===== src/rtl/core/lbs_pkg.sv =====
// Shared types and constants for the local background subtract unit.
package lbs_pkg;

    localparam int PIX_W   = 16;
    localparam int COORD_W = 9;
    localparam int CFG_W   = 16;
    localparam int DIM_W   = 10;
    localparam int RAD_W   = 6;
    localparam int WIN_W   = RAD_W + 1;
    localparam int AREA_W  = 2 * WIN_W;
    localparam int QUO_W   = PIX_W;
    localparam int STAT_W  = 2;
    localparam int IDX_W   = 2;

    localparam logic [DIM_W-1:0] RST_FRAME_WIDTH  = 10'd512;
    localparam logic [DIM_W-1:0] RST_FRAME_HEIGHT = 10'd512;
    localparam logic [RAD_W-1:0] RST_RADIUS       = 6'd15;
    localparam logic [PIX_W-1:0] RST_BASELINE     = 16'd8192;
    localparam logic [PIX_W-1:0] PIX_MAX          = 16'hFFFF;

    localparam logic OP_LOAD  = 1'b0;
    localparam logic OP_QUERY = 1'b1;

    localparam logic [STAT_W-1:0] ST_OK        = 2'd0;
    localparam logic [STAT_W-1:0] ST_NOT_READY = 2'd1;
    localparam logic [STAT_W-1:0] ST_OUTSIDE   = 2'd2;

    localparam logic [IDX_W-1:0] REG_FRAME_WIDTH  = 2'd0;
    localparam logic [IDX_W-1:0] REG_FRAME_HEIGHT = 2'd1;
    localparam logic [IDX_W-1:0] REG_RADIUS       = 2'd2;
    localparam logic [IDX_W-1:0] REG_BASELINE     = 2'd3;

    typedef enum logic [2:0] {
        S_IDLE,
        S_LD_WR,
        S_Q_RD,
        S_DIV_GO,
        S_DIV_WAIT,
        S_FIN
    } t_state;

endpackage


===== src/rtl/core/lbs_div.sv =====
// Iterative restoring divider, one quotient bit per cycle, quotient below 2^QUO_W.
module lbs_div #(
    parameter int DIVD_W = 34
) (
    input  logic                       i_clk,
    input  logic                       i_rst_n,
    input  logic                       i_start,
    input  logic [DIVD_W-1:0]          i_dividend,
    input  logic [lbs_pkg::AREA_W-1:0] i_divisor,
    output logic                       o_done,
    output logic [lbs_pkg::QUO_W-1:0]  o_quotient
);
    import lbs_pkg::*;

    localparam int RW = (DIVD_W > AREA_W + QUO_W) ? DIVD_W : AREA_W + QUO_W;
    localparam int BW = $clog2(QUO_W);

    logic [RW-1:0]     r_rem;
    logic [QUO_W-1:0]  r_quo;
    logic [BW-1:0]     r_bit;
    logic [AREA_W-1:0] r_div;
    logic              r_busy;
    logic              r_done;
    logic [RW-1:0]     trial;
    logic              fits;

    assign trial = RW'(r_div) << r_bit;
    assign fits  = (r_rem >= trial);

    always_ff @(posedge i_clk) begin
        if (!i_rst_n) begin
            r_busy <= 1'b0;
            r_done <= 1'b0;
        end else begin
            r_done <= r_busy && (r_bit == '0);
            if (i_start) begin
                r_busy <= 1'b1;
            end else if (r_busy && (r_bit == '0)) begin
                r_busy <= 1'b0;
            end
        end
        if (i_start) begin
            r_rem <= RW'(i_dividend);
            r_div <= i_divisor;
            r_quo <= '0;
            r_bit <= BW'(QUO_W - 1);
        end else if (r_busy) begin
            if (fits) begin
                r_rem        <= r_rem - trial;
                r_quo[r_bit] <= 1'b1;
            end
            r_bit <= r_bit - BW'(1);
        end
    end

    assign o_done     = r_done;
    assign o_quotient = r_quo;

endmodule


===== config.mk =====
export PLATFORM = sky130hd
export DESIGN_NAME = lbs_div
export DESIGN_NICKNAME = d
export VERILOG_FILES = /design/src/rtl/core/lbs_pkg.sv /design/src/rtl/core/lbs_div.sv
export SDC_FILE = /design/constraint.sdc
export NUM_CORES = 1
export LEC_CHECK = 0
export ABC_AREA = 0
export BUFFER_PORTS_ARGS = -buffer_cell sky130_fd_sc_hd__buf_4
export CAP_MARGIN = 20
export CELL_PAD_IN_SITES_DETAIL_PLACEMENT = 1
export CELL_PAD_IN_SITES_GLOBAL_PLACEMENT = 2
export CORE_MARGIN = 2
export CORE_UTILIZATION = 33
export DETAILED_ROUTE_END_ITERATION = 10
export GPL_TIMING_DRIVEN = 0
export PLACE_DENSITY = 0.84
export SYNTH_ARGS = -nofsm -noshare
export SYNTH_HDL_FRONTEND = slang
export SYNTH_SLANG_ARGS = --single-unit

===== constraint.sdc =====
create_clock -name i_clk -period 6.51 [get_ports i_clk]
set_input_delay 0.3255 -clock i_clk [delete_from_list [all_inputs] [get_ports i_clk]]
set_output_delay 0.3255 -clock i_clk [all_outputs]
set_load 0.02 [all_outputs]

* Yosys cells after proc, flatten, opt, wreduce, memory -nomap -nowiden
Cells that the tools add are included.
** Storage, ports and cells
- Register bits :: 70
- Word-level logic and storage cells :: 28
** Operators by class
- Add/sub/neg operators :: 2
- Order comparisons :: 3
- Shifts and indexed selects :: 1
- Muxes and demuxes :: 7
- Bitwise operators :: 1
- Reductions and logical operators :: 8
** Operator list (count)
- 2-to-1 mux 34 bit :: 3
- >= comparator 34 bit :: 1
- left shift 14 x 4 -> 34 bit :: 1
- subtractor 34 bit :: 1
- OR 16 bit :: 1
- nonzero test 2 bit :: 3
- less-than comparator 4 x 5 -> 1 bit (second input constant) :: 1
- demux 1 bit (select 4 bit) :: 1
- >= comparator 4 x 1 -> 1 bit (second input constant) :: 1
- logical NOT 4 bit :: 1
- AND reduction 2 bit :: 2
- subtractor 4 x 1 -> 4 bit (second input constant) :: 1
- 2-to-1 mux 1 bit :: 3
- logical AND 1 bit :: 2

* Depth between registers and ports, before layout
Gate-level depths: netlist of the first run.
- Depth in word-level cells :: 5
- Mapped depth :: 18

* Least setup slack after synthesis of the first run
Ideal clock, no wire load.
- Kind :: register to register
- From :: reg r_bit[0]
- To :: reg r_rem[0], enable pin
- Data arrival time :: 5.641 ns
- Setup slack :: 0.397 ns
- Cell stages (with the launch flop) :: 17
- Buffers on the path :: 3
- Clock period less this slack :: 6.113 ns
- Path through :: dfxtp_1 > clkbuf_1 > buf_2 > clkbuf_1 > a211oi_1 > a21oi_1 > mux2i_1 > or2_2 > ha_1 > a21o_1 > a21o_1 > a21oi_2 > and2_2 > a211oi_2 > o211a_1 > nor3_4 > o21ai_0
** Between the ends
- Word-level cells in the longest chain between the ends :: 4
** Ends and longest elaborated chain
- from (decl) :: RTL line lbs_div.sv:20 : logic [BW-1:0] r_bit;
- from (signal assigned) :: RTL line lbs_div.sv:46 : r_bit <= BW'(QUO_W - 1);
- from (signal assigned) :: RTL line lbs_div.sv:52 : r_bit <= r_bit - BW'(1);
- left shift 14 x 4 -> 34 bit :: RTL line lbs_div.sv:27 : assign trial = RW'(r_div) << r_bit;
- >= comparator 34 bit :: RTL line lbs_div.sv:28 : assign fits = (r_rem >= trial);
- nonzero test 2 bit (no source line)
- AND reduction 2 bit (no source line)
- to (signal assigned) :: RTL line lbs_div.sv:43 : r_rem <= RW'(i_dividend);
- to (signal assigned) :: RTL line lbs_div.sv:49 : r_rem <= r_rem - trial;
- to (decl) :: RTL line lbs_div.sv:18 : logic [RW-1:0] r_rem;
No other way between the ends.
A chain may end at the register's enable or synchronous reset.

* Worst setup path after layout of the first run
- From :: reg r_bit[1]
- To :: reg r_rem[1], enable pin
The elaborated chain is that of the path after synthesis.

==> run metrics, run 1 <==
dpl cells 862; DIE WIDTH 130 um; cells on worst reg2reg path 17; worst vdd ir 0.000126 V; Setup crit end kind flip-flop; top post-synthesis cells by area edfxtp_1 (28%), dfxtp_1 (8.4%), ha_1 (7.9%); skew final 3.21 ps; ratio of cells with drive above 1 in the final layout 0.186; overall power 2.04 mW; FF-to-FF Start r_bit[1]; Relative slew margins 0.522; fin cells 878; Via density 5.33; hold crit path type in2reg; crit path cell chain buf_1 -> clkbuf_1 -> mux4_2 -> nand2_1 -> o21ai_0 -> a22oi_1 -> ha_1 -> clkbuf_2 -> nand2_1 -> nor2_1 -> nor2_1 -> o22ai_1 -> or3_1 -> o211a_1 -> nor3_4 -> o21ai_4 -> buf_16; Vias 4,679; IO buf count 67; clk_lat worst skew 340 ps; most frequent cell after synthesis nand2_1; Setup Buffers After CTS 0; status completed; final setup vio count 0; # Max-Cap Violations 0; crit path from r_bit[1]; Post-synth EDFFs 48; Overall Global Routing Usage 0.194; Post-Synth Adder-Cell Area 0.0830; Synth Area in XOR/XNOR 0.0503; FFs w/ async S/R, synth 0; slowest CP cell dfxtp_1; Iteration-0 DRC Markers 238; syn nets 668; Root Buffer clkbuf_16; post-synthesis cell area 5220 um^2; CP Data Required Time 6610 ps; most frequent cells after synthesis nand2_1 (87), o21ai_0 (49), edfxtp_1 (48); Cells after Synth 583; #FFs+latches synth 70; vias in the first global route 4,815; yosys warns 0; Starting Density 0.341; WP depth 17; CP max FO 18; R2R Path End r_rem[1]; post-synth top area cell edfxtp_1; Area Growth Syn to Fin 21.3%; total CTS buffers 9; post-cts gate resize count 0; first-pass GRT wire length 25,200 um; H-tree depth 3; post-route minimum period 5170 ps; GRT overflow 0; Clock Path Buffers 2; WP data arrival 5270 ps; io pins 68; Worst Setup EP r_rem[1]; register area share after synthesis 0.361; slew of the pin with the lowest slew margin 714 ps; initial antenna violation count 0; Synth Area in Compound Gates 0.217; Pwr Density 322 nW/um^2; FF-to-FF setup slack 1340 ps; Critical Path Source Type flip-flop; largest net degree at the start of global routing 20; NumNets Final 747; CP peak stage delay 450 ps; Hold-fix buffers, CTS 0; Period Utilization, post-route 0.794; P_leak 2.64 nW; Routed Antenna Nets 0; # DRC 0; mux share of post-synthesis cell area 0.0662; CP Class reg2reg; RSZ-0062 raised after global routing no; Core ar. 15,300 um^2; row cnt 45; die height 130 um; Reg clk slew, reported paths 60 ps; dominant synthesized flop cell edfxtp_1; Post-Synth Simple-Gate Area 0.179; Buf/Inv on CP 4; Final Hold Viols 0; drt pass-1 iters 5; die area 16,800 um^2; final WL 15,700 um; Syn Area/Cell 8.95 um^2; FMAX 193 MHz; diode count 0; main combinational cell family by area after synthesis compound AO/OA/AOI/OAI gates; top-area cell type share of the netlist area 0.276; GP Congestion 0.885; WL/cell 17.8 um; clock sink count 70; final max-slew violation count 0; cell family with the largest share of critical-path delay buffers and inverters; post-DP HPWL 12,400 um; CTS tree yes; Yosys cell types 59
how the worst min path moves through the flow:
stage,start,cells after the start,slack (ps),end
finish,i_divisor[6],1,150,r_div[6]
global route,i_divisor[8],1,140,r_div[8]
CTS,i_divisor[3],1,140,r_div[3]
detailed placement,o_quotient[12],2,450,o_quotient[12]
global placement,o_quotient[1],1,450,o_quotient[1]
floorplan,i_divisor[0],0,420,r_div[0]
worst register-to-register path, delay by kind of cell, from the launching register on:
family	cells	cell delay, ps
multiplexers	1	410
buffers and inverters	4	1310
AND/OR/NAND/NOR	6	1280
AO/OA/AOI/OAI	5	1170
adder cells (fa/ha/maj)	1	290
flip-flops	1	450
report_power, final:
part           switching (mW)  internal, mW  total, mW
clock network           0.193         0.315      0.507
logic                   0.548         0.374      0.922
registers              0.0397         0.572      0.611
cells by family after synthesis:
logic type                 after synthesis
and+or+nand+nor                        200
AOI/OAI and AO/OA                      173
DFF                                     70
buffers and inverters                   51
adders and majority gates               34
xor gates and xnor gates                30
muxes                                   25
through the flow:
stage | cell area, um^2 | utilization | setup TNS [ps] | worst slack [ps] | hold slack, ps
after floorplan | 5220 | - | 0 | 397 | 424
after global placement | 5990 | 0.391 | -56660 | -1670 | 446
after detailed placement | 6020 | 0.393 | 0 | 1390 | 448
after CTS | 6330 | 0.413 | 0 | 1320 | 141
after global routing | 6330 | 0.413 | 0 | 865 | 143
final | 6330 | 0.413 | 0 | 1340 | 154
registers in the layout (all words and copies together), names as in the netlist:
signal and flops:
o_quotient 16, r_bit 4, r_busy 1, r_div 14, o_done 1, r_rem 34
placed cells by master, fill, tap and decap left out, drive strengths merged, types with 3 or more instances in the layout:
cell type  synthesis  layout
o41ai              4       4
o21a               6       6
nor4               3       3
a211oi             9       9
a21o              20      20
xor2              16      16
o21bai             4       4
or2                8       8
nand2b             5       5
mux2i             12      12
a31oi              5       5
o211ai             4       4
nand4             12      12
and2               3       3
clkbuf            23      37
and3               5       5
buf               15      83
dfxtp             22      22
nand3             19      19
a22oi              3       3
o21ai             50      50
o2bb2ai           12      12
nand2             87      87
mux4               7       7
nor2b              6       6
or3               11      11
edfxtp            48      48
ha                33      33
xnor2             14      14
nor3               4       4
a21oi             41      41
nor2              35      35
mux2               6       6
inv               13      14
final cells by class:
class,count,area [um^2]
repair buffers,68,531
flip-flops and latches,70,1880
clock inverters,2,11.3
inverters,13,48.8
well taps,211,264
fillers,1838,8980
clock buffers,14,297
plain buffers,38,184
multi-input cells,462,3120
layer usage:
metal	vias up	track usage	routed length, um
met5	-	0	0
met4	0	0.0677	262
met3	17	0.0258	518
met2	84	0.328	7430
met1	2272	0.256	7460
li1	2306	-	-
Power figures use the tool's default switching activity.
==> run 2, diff against run 1 <==
- CORE_UTILIZATION: 33 -> 36
- PLACE_DENSITY: 0.84 -> 0.87
- clock period: 6.51 -> 5 ns (I/O delays scaled with it)
==> run 2 against run 1 <==
Effect of this change: sequential power rose by 30%; global-route usage is 1.5 points higher; critical path depth rose by 1; clock skew increased by 4.2 ps; register-to-register slack worse by 1000 ps; first-iteration DRC count shrank 4.2%; cell count is 2.6% lower; via count hardly changed; maximum frequency rose by 10%; flip-flop and latch count unchanged; highest routed layer unchanged.
==> run metrics, run 2 (synthesis results as in run 1) <==
CP Data Required Time 5110 ps (was 6610 ps); Starting Density 0.363 (was 0.341); final setup margin 316 ps (was 1340 ps); placed cell areas 5990 um^2 (was 6020 um^2); RSZ-0062 raised after global routing no (unchanged); max reg flops 34 (unchanged); IO buf count 67 (unchanged); P_leak 2.67 nW (was 2.64 nW); row cnt 44 (was 45); final max-slew violation count 0 (unchanged); Pwr Density 421 nW/um^2 (was 322 nW/um^2); Critical Path Source Type flip-flop (unchanged); Via density 5.48 (was 5.33); Root Buffer clkbuf_16 (unchanged); H-tree depth 3 (unchanged); Setup crit end kind flip-flop (unchanged); most frequent cells in the layout nand2_1 (87), buf_4 (71), o21ai_0 (48), edfxtp_1 (48), a21oi_1 (39) (was nand2_1 (87), buf_4 (68), o21ai_0 (48), edfxtp_1 (48), a21oi_1 (39)); Routed Antenna Nets 0 (unchanged); hold crit path type in2reg (unchanged); Vias 4,682 (was 4,679); slew of the pin with the lowest slew margin 678 ps (was 714 ps); NumNets Final 751 (was 747); initial antenna violation count 0 (unchanged); GP Congestion 0.884 (was 0.885); # DRC 0 (unchanged); CP max FO 18 (unchanged); final setup vio count 0 (unchanged); final WL 15,700 um (about the same); ratio of cells with drive above 1 in the final layout 0.198 (was 0.186); Clock Path Buffers 2 (unchanged); Final Hold Viols 0 (unchanged); total CTS buffers 9 (unchanged); FMAX 213 MHz (was 193 MHz); io pins 68 (unchanged); die height 124 um (was 130 um); pre-CTS setup slack -127 ps (was 1390 ps); post-route minimum period 4680 ps (was 5170 ps); Overall Global Routing Usage 0.210 (was 0.194); final non-filler cell area 6350 um^2 (was 6330 um^2); # Max-Cap Violations 0 (unchanged); Area Growth Syn to Fin 21.7% (was 21.3%); skew final 7.44 ps (was 3.21 ps); Reg clk slew, reported paths 60 ps (about the same); Iteration-0 DRC Markers 228 (was 238); largest net degree at the start of global routing 20 (unchanged); clk_lat worst skew 350 ps (was 340 ps); Relative slew margins 0.546 (was 0.522); status completed (unchanged); GRT overflow 0 (unchanged); Period Utilization, post-route 0.937 (was 0.794); CP Class reg2reg (unchanged); worst vdd ir 0.000194 V (was 0.000126 V); largest reg by FF count r_rem (unchanged); DIE WIDTH 124 um (was 130 um); first-pass GRT wire length 25,900 um (was 25,200 um); fill cell count 1,692 (was 1,838); clock sink count 70 (unchanged); leading cell type in the layout, fill and taps excluded nand2_1 (unchanged); drt pass-1 iters 4 (was 5); WL/cell 18.4 um (was 17.8 um); post-DP HPWL 12,300 um (was 12,400 um); CTS tree yes (unchanged); area of the multi-input gates 3120 um^2 (unchanged); Hold-fix buffers, CTS 0 (unchanged); die area 15,500 um^2 (was 16,800 um^2); diode count 0 (unchanged); vias in the first global route 4,948 (was 4,815); Core ar. 14,400 um^2 (was 15,300 um^2); WP data arrival 4790 ps (was 5270 ps); Reg area 1880 um^2 (unchanged)
-- run 2: cell count changes in the layout (fill, tap and decap cells not counted), sizes merged --
cell    delta
buf        +4
clkbuf     -2
inv        +1
clkinv     +1
-- run 2: cell type report --
| cell class | instances | share of cell area |
|---|---|---|
| multi-input combinational | 462 | 0.491 |
| buffer | 38 | 0.0296 |
| clock buffer | 12 | 0.0441 |
| clock inverter | 4 | 0.00512 |
| tap | 184 | 0.0363 |
| inverter | 13 | 0.00768 |
| timing repair buffer | 72 | 0.0902 |
| sequential | 70 | 0.296 |
-- run 2: path summary, 6_finish.rpt --
check | slack, ps | cells past startpoint | end | from
max | 320 | 18 | r_rem[12] | r_bit[1]
min | 70 | 1 | r_div[7] | i_divisor[7]
max reg2reg | 320 | 18 | r_rem[12] | r_bit[1]
min reg2reg | 460 | 1 | o_quotient[8] | o_quotient[8]
-- run 2: what timing repair did --
item / CTS / global route
pin swaps: 2 / 1
gates resized for setup: 1 / 4
buffers inserted: 2 / 2
endpoints found under the setup margin: 18 / 41
-- run 2: metrics by stage --
stage / instances / hold slack, ps / total power [mW] / util / TNS [ps]
global route: 855 / 65.6 / 2.87 / 0.442 / 0
finish: 855 / 71.2 / 2.67 / 0.442 / 0
CTS: 853 / 61.2 / 2.69 / 0.441 / 0
global placement: 834 / 429 / 1.96 / 0.414 / -24300
detailed placement: 835 / 430 / 2.00 / 0.417 / -2240
floorplan: 583 / 349 / 1.68 / - / 0
-- run 2: power breakdown --
group	total, mW	switching, mW	internal [mW]
sequential	0.794	0.0508	0.744
combinational	1.20	0.711	0.492
clock	0.676	0.274	0.402
total	2.67	1.04	1.64
-- run 2: routing by layer --
layer / vias to the layer above / part of all wire / track usage
li1: 2316 / - / -
met1: 2282 / 0.47 / 0.271
met2: 66 / 0.48 / 0.355
met3: 18 / 0.033 / 0.0314
met4: 0 / 0.020 / 0.0787
met5: - / 0 / 0
-- run 2: critical path: stages, from the launching register on --
cell	delay [ps]
dfxtp_1	430
buf_1	430
clkbuf_2	340
mux4_2	370
nand2_1	90
o21ai_0	160
a22oi_1	350
ha_1	290
clkbuf_2	160
nand2_1	190
nor2_1	80
nor2_1	140
o22ai_1	80
or3_1	370
o211a_1	300
nor3_4	160
buf_4	180
o21ai_4	100
buf_16	210
